## src/sv/ppm_pkg.sv

```systemverilog
// types, constants and register codes shared by the egress rate and fanout monitor
// no dependencies; used by ppm_front, ppm_back and the top level
package ppm_pkg;

    localparam int MAX_PROCS  = 64;
    localparam int HIST_DEPTH = 256;   // power of two, history is a ring per slot

    localparam int NSLOTS  = MAX_PROCS + 1;
    localparam int SLOT_W  = $clog2(NSLOTS);
    localparam int HIST_AW = $clog2(HIST_DEPTH);
    localparam int LEN_W   = $clog2(HIST_DEPTH + 1);
    localparam int TRK_W   = $clog2(NSLOTS + 1);
    localparam int HADDR_W = SLOT_W + HIST_AW;
    localparam int HMEM_DEPTH = NSLOTS * HIST_DEPTH;

    localparam int PID_W  = 22;
    localparam int REM_W  = 32;
    localparam int TIME_W = 48;
    localparam int CFG_W  = 16;
    localparam int WMS_W  = 26;       // up to 65535 seconds in ms

    localparam int CMDQ_DEPTH = 2;
    localparam int CMDQ_AW    = $clog2(CMDQ_DEPTH);

    localparam logic [CFG_W-1:0] DEFAULT_WINDOW = 16'd10;
    localparam logic [CFG_W-1:0] DEFAULT_RATE   = 16'd10;
    localparam logic [CFG_W-1:0] DEFAULT_FANOUT = 16'd8;
    localparam logic [9:0]       MS_PER_SEC     = 10'd1000;
    localparam logic [7:0]       RATE_BASE      = 8'd25;
    localparam logic [7:0]       FANOUT_BASE    = 8'd30;
    localparam logic [7:0]       OVER_CAP       = 8'd40;
    localparam logic [7:0]       SCORE_CAP      = 8'd100;

    // action codes of the request
    localparam logic [1:0] ACT_CONNECT = 2'd0;
    localparam logic [1:0] ACT_FORGET  = 2'd2;

    // configuration register indexes
    localparam logic [1:0] CFG_WINDOW = 2'd0;
    localparam logic [1:0] CFG_RATE   = 2'd1;
    localparam logic [1:0] CFG_FANOUT = 2'd2;

    typedef enum logic [1:0] {
        K_IGNORE,
        K_CONNECT,
        K_FORGET
    } t_kind;

    typedef struct packed {
        t_kind              kind;
        logic [PID_W-1:0]   pid;
        logic [REM_W-1:0]   remote;
        logic [TIME_W-1:0]  now;
    } t_cmd;

    typedef struct packed {
        logic [CFG_W-1:0] window_secs;
        logic [CFG_W-1:0] rate_thr;
        logic [CFG_W-1:0] fanout_thr;
    } t_cfg;

    typedef struct packed {
        logic [6:0] score;
        logic       rate_hit;
        logic       fanout_hit;
        logic [8:0] window_count;
        logic [8:0] distinct_count;
        logic [6:0] tracked_count;
    } t_result;

    typedef struct packed {
        logic [PID_W-1:0]   pid;
        logic [TIME_W-1:0]  last_ms;
        logic [HIST_AW-1:0] head;
        logic [LEN_W-1:0]   len;
    } t_meta;

    typedef struct packed {
        logic [TIME_W-1:0] t;
        logic [REM_W-1:0]  remote;
    } t_hist;

    typedef enum logic [4:0] {
        S_IDLE,
        S_FIND_A,
        S_FIND_B,
        S_ALLOC,
        S_DROP_A,
        S_DROP_B,
        S_APPEND,
        S_CNT_A,
        S_CNT_B,
        S_DIST_A,
        S_DIST_B,
        S_META,
        S_EVICT_A,
        S_EVICT_B,
        S_CAP,
        S_SCORE,
        S_DONE
    } t_state;

endpackage

```

## src/sv/ppm_front.sv

```systemverilog
// front end: classifies incoming requests and holds them in a short queue
// depends on ppm_pkg
module ppm_front (
    input  logic                        i_clk,
    input  logic                        i_rst_n,
    input  logic                        push,
    output logic                        full,
    input  logic [1:0]                  i_action,
    input  logic [ppm_pkg::PID_W-1:0]   i_actor_pid,
    input  logic [ppm_pkg::REM_W-1:0]   i_remote_id,
    input  logic [ppm_pkg::TIME_W-1:0]  i_time_ms,
    output logic                        o_cmd_valid,
    output ppm_pkg::t_cmd               o_cmd,
    input  logic                        i_cmd_pop
);

    ppm_pkg::t_cmd                  r_q [ppm_pkg::CMDQ_DEPTH];
    logic [ppm_pkg::CMDQ_AW-1:0]    r_wp, r_rp;
    logic [ppm_pkg::CMDQ_AW:0]      r_cnt;
    ppm_pkg::t_cmd                  cls;
    logic                           do_push, do_pop;

    // classify the request
    always_comb begin
        cls.pid    = i_actor_pid;
        cls.remote = i_remote_id;
        cls.now    = i_time_ms;
        if (i_action == ppm_pkg::ACT_FORGET) begin
            cls.kind = ppm_pkg::K_FORGET;
        end else if (i_action == ppm_pkg::ACT_CONNECT && i_actor_pid != '0) begin
            cls.kind = ppm_pkg::K_CONNECT;
        end else begin
            cls.kind = ppm_pkg::K_IGNORE;
        end
    end

    assign full        = (r_cnt == (ppm_pkg::CMDQ_AW+1)'(ppm_pkg::CMDQ_DEPTH));
    assign o_cmd_valid = (r_cnt != '0);
    assign o_cmd       = r_q[r_rp];
    assign do_push     = push && !full;
    assign do_pop      = i_cmd_pop && o_cmd_valid;

    // queue storage
    always_ff @(posedge i_clk) begin
        if (do_push) begin
            r_q[r_wp] <= cls;
        end
    end

    // queue pointers
    always_ff @(posedge i_clk) begin
        if (!i_rst_n) begin
            r_wp  <= '0;
            r_rp  <= '0;
            r_cnt <= '0;
        end else begin
            if (do_push) begin
                r_wp <= r_wp + 1'b1;
            end
            if (do_pop) begin
                r_rp <= r_rp + 1'b1;
            end
            if (do_push && !do_pop) begin
                r_cnt <= r_cnt + 1'b1;
            end else if (do_pop && !do_push) begin
                r_cnt <= r_cnt - 1'b1;
            end
        end
    end

endmodule

```

## config.mk

```make
export PLATFORM = sky130hd
export DESIGN_NAME = ppm_front
export DESIGN_NICKNAME = d
export VERILOG_FILES = /design/src/sv/ppm_pkg.sv /design/src/sv/ppm_front.sv
export SDC_FILE = /design/constraint.sdc
export NUM_CORES = 1
export LEC_CHECK = 0
export BUFFER_PORTS_ARGS = -buffer_cell sky130_fd_sc_hd__buf_2
export CAP_MARGIN = 0
export CORE_MARGIN = 4
export CORE_UTILIZATION = 55
export DETAILED_ROUTE_END_ITERATION = 8
export GPL_ROUTABILITY_DRIVEN = 0
export PLACE_DENSITY = 0.88
export RECOVER_POWER = 50
export SETUP_SLACK_MARGIN = 0.4
export SYNTH_ARGS = -nofsm -noshare
export SYNTH_HDL_FRONTEND = slang
export SYNTH_SLANG_ARGS = --single-unit
```

## constraint.sdc

```tcl
create_clock -name i_clk -period 11.96 [get_ports i_clk]
set_input_delay 1.196 -clock i_clk [delete_from_list [all_inputs] [get_ports i_clk]]
set_output_delay 1.196 -clock i_clk [all_outputs]
set_load 0.005 [all_outputs]
```

Yosys cells after proc, flatten, opt, wreduce, memory -nomap -nowiden

Memory sizes are Yosys's and may differ from the RTL's. A register that Yosys moved wholly into a read port is not among the register bits.
Cells that the tools add are included.

ROM bits: 0
Output and inout port bits: 106
RAM bits: 208
Bits in latches: 0
Register bits: 4
Memories: 1

Magnitude comparators: 0
Multiplexer cells: 8
$add $sub $neg: 4
Div/mod/pow operators: 0
Multiply operators: 0
Eq/ne operators: 2
Bitwise gates (word level): 0
Reductions and logical operators: 12
Shift-type cells: 0

Memories:

| name | words | bits a word | read ports | clocked after memory_dff | wr ports | RTL line        | RTL |
|---|---|---|---|---|---|---|---|
| r_q  | 2     | 104         | 1          | 1                        | 1        | ppm_front.sv:17 | `ppm_pkg::t_cmd r_q [ppm_pkg::CMDQ_DEPTH];` |

Operator list:

| operator                                         | count |
|---|---|
| nonzero test 22 bit                              | 1 |
| 2-to-1 mux 2 bit                                 | 3 |
| logical AND 1 bit                                | 5 |
| 2-to-1 mux 1 bit                                 | 5 |
| == test 2 bit, second input constant             | 2 |
| nonzero test 2 bit                               | 2 |
| zero test 1 bit                                  | 3 |
| adder 1 bit, second input constant               | 2 |
| adder 2 x 1 -> 2 bit, second input constant      | 1 |
| zero test 2 bit                                  | 1 |
| subtractor 2 x 1 -> 2 bit, second input constant | 1 |

Depth between registers and ports, before layout

Depth in word-level cells: 7
Depth in mapped cells: 7

Worst setup path after synthesis

Ideal clock, no wire load.

Path type: input port to flip-flop
From: input port push
To: memory r_q[0][0] (netlist bit) (enable)
Arrival time: 5,300 ps
Data required time: 11,411 ps
Stages on the path: 2
Buffers on the path: 0
Setup slack: 6,110 ps
Cells stage by stage: inv_1 -> nor3_2

Cells in the longest elaborated chain, start to end: 3

RTL lines:

| element                                | RTL line        | RTL |
|---|---|---|
| start, declared                        | ppm_front.sv:6  | `input logic push,` |
| logical AND 1 bit                      | ppm_front.sv:40 | `assign do_push = push && !full;` |
| 2-to-1 mux 1 bit                       | ppm_front.sv:45 | `if (do_push) begin` |
| 2-to-1 mux 1 bit (implied by the code) | ppm_front.sv:46 | `r_q[r_wp] <= cls;` |
| end, declared                          | ppm_front.sv:17 |  |

Every way passes these cells.

==> reports/metrics.csv <==
metric,value,unit
synth_top_family_by_area,multiplexers,
cts_tree,done,
grtUsageTotal,17.54,%
max_freq,0.2522,GHz
wl_per_cell,19.19,µm
synth_mux_area_share,17.36,%
synth_cell_type_count,24,
cp-end-kind,output pin,
grt_pass1_wl,22660,µm
start_util,57.07,%
boundaryPins,214,
fin_crit,3.965,ns
cp_num_buf_inv,2,
p_seq_share,48.4,%
period_share,33.15,%
hold_buffers,0,
synth_nets,468,
ir_drop,0.1518,mV
die_y,128.9,µm
synth-seq-area-share,78.88,%
cts_sinks,213,
vias,4084,
cp.arrival,2.77,ns
switching_share,24.93,%
r2r_start,r_cnt[0],
violations,"capacitance limit, slew limit",
io_buffer_count,213,
synth-simple-area-share,1.244,%
htree_levels,1,
antenna_found_initial,2,
syn_inst,359,
clock_skew,0.007035,ns
avgSynthCellArea,22.41,µm²
worst_pin_slew,2.388,ns
die_w,128.9,µm
maxSlewViolCount,54,
grt_max_degree,65,
synth_compound_area_share,0.4821,%
area_growth,21.84,%
fill_cells,945,
cts_max_path_buffers,3,
rsz0062_at_grt,no,
crit_chain,buf_4 -> mux2_2 -> buf_2,
worstSetupPathType,register to output pin,
ant_nets,0,
dr.pass1.iters,4,
first_global_vias,4326,
crit_slowest_cell,dfxtp_4,
vias_per_cell,5.209,
multiInputGateArea,1580,µm²
synth_fa_ha_area_share,0.1555,%
power_frac_comb,22.7,%
clock_tree.root_cell,clkbuf_16,
leakage,3.619,nW
die-area,16630,µm²
numCtsBuffers,21,
drtIter0Drc,207,
setup_viol,0,
crit_fanout,54,
maxCapViolCount,1,
cp_top_family,buffers and inverters,
ff_latch_area,6350,µm²
p_per_area,209.8,nW/µm²
yosys_warnings,0,
synth_xor_area_share,0.3266,%
cp-start-kind,register,
hold_viol,0,
postCtsSetupBuffers,0,
routed_wl,15050,µm
core,14100,µm²
netlist_area,8045,µm²
grt_overflow,0,
worstPathRequired,10.76,ns
synth_seq_cells,213,
clock_latency,0.48,ns
fp-row-count,43,
hpwl,10350,µm
p_sw,512.7,µW
route.detailed.drc,0,
maxSlewHeadroom,-59.22,%
power_frac_clock,28.9,%
hold_class,register to register,
drive_above_1_share,45.85,%
finalPower,2.056,mW
fin_nets,696,
status,"complete, but fails checks",
slowest_delay,0.89,ns
clk_pin_slew,0.06,ns
min_from,r_rp,
post_cts_resized,0,
power.internal,1.544,mW
setup-tns-final,0,ns
## Yosys cell counts
| cell | n | area, µm² |
|---|---|---|
| edfxtp_1 | 208 | 6246 |
| and3_1 | 1 | 6.260 |
| o21a_1 | 1 | 7.510 |
| a311oi_1 | 1 | 8.760 |
| o21ai_0 | 2 | 10.01 |
| or2_2 | 1 | 6.260 |
| nor3_2 | 1 | 10.01 |
| dfxtp_1 | 5 | 100.1 |
| mux2_2 | 44 | 495.5 |
| and4_1 | 1 | 8.760 |
| buf_2 | 4 | 20.02 |
| nor4_1 | 5 | 31.28 |
| nor2b_1 | 1 | 6.260 |
| a21oi_1 | 1 | 5.000 |
| a21boi_0 | 1 | 7.510 |
| nor2_1 | 5 | 18.77 |
| xor2_1 | 3 | 26.28 |
| nand2b_1 | 1 | 6.260 |
| buf_6 | 7 | 78.83 |
| inv_1 | 3 | 11.26 |
| mux2_4 | 60 | 900.9 |
| or3_1 | 1 | 6.260 |
| buf_8 | 1 | 15.01 |
| ha_1 | 1 | 12.51 |
## placed cells by master (no fill, tap or decap), drive strengths merged, types with 3 or more instances in the layout
cell,Yosys,routed
nor4,5,5
clkinv,0,11
nor2,5,5
edfxtp,208,208
dfxtp,5,5
clkbuf,0,99
mux2,104,104
xor2,3,3
inv,3,4
buf,12,142
## power by group through the flow
stage	clock network, mW	logic [mW]	registers, mW
after global placement	0	0.464	1.00
after floorplan	0	0.332	0.984
after CTS	0.607	0.480	0.997
after global routing	0.645	0.505	1.01
final	0.594	0.466	0.996
after detailed placement	0	0.477	1.01
## registers in the layout, indices dropped and copies added (netlist names), named ones only
name,flops
r_wp,1
r_cnt,2
r_rp,1
r_q,208
## kinds of logic after synthesis
kind of cell,Yosys count
buf+inv,15
fa+ha+maj,1
mux,104
xor+xnor,3
simple gates,17
compound gates,6
flops,213
## cell type report
class | instances | share of cell area [%]
antenna | 2 | 0.05106
clock buffer | 24 | 5.476
clock inverter | 14 | 0.9318
inverter | 3 | 0.1149
multi-input combinational | 131 | 16.12
sequential | 213 | 64.78
tap | 180 | 2.298
timing repair buffer | 217 | 10.22
## per-layer routing
metal	wire, µm	global-route usage, %
met1	5949	22.52
met2	7628	30.18
met3	1324	4.732
met4	124	3.953
met5	20	0
## worst reg2reg max path, cell delays in order (launching register included)
cell and delay [ns]:
dfxtp_1 0.41, nand2b_1 0.18, and3_1 1.79, buf_4 0.81
## stage by stage
stage	setup WS [ns]	hold slack, ns	instance area [µm²]	std cells	utilization [%]
final	7.995	0.5196	9802	784	69.54
after CTS	7.942	0.5210	9896	782	70.20
after global placement	8.511	0.4794	9268	744	65.75
after detailed placement	8.458	0.5046	9268	744	65.75
after global routing	7.747	0.5490	9797	782	69.50
after floorplan	6.110	0.4725	8045	359	-
## path summary, 6_finish.rpt
kind                                    to  slack [ns]  depth (start not counted)
worst max-delay path            o_cmd[100]        8.00                          3
worst min-delay path              register        0.52                          2
worst max register to register  r_q[1][28]        8.36                          3
worst min register to register    register        0.52                          2
Note: power is estimated with default switching activity, not from simulation.
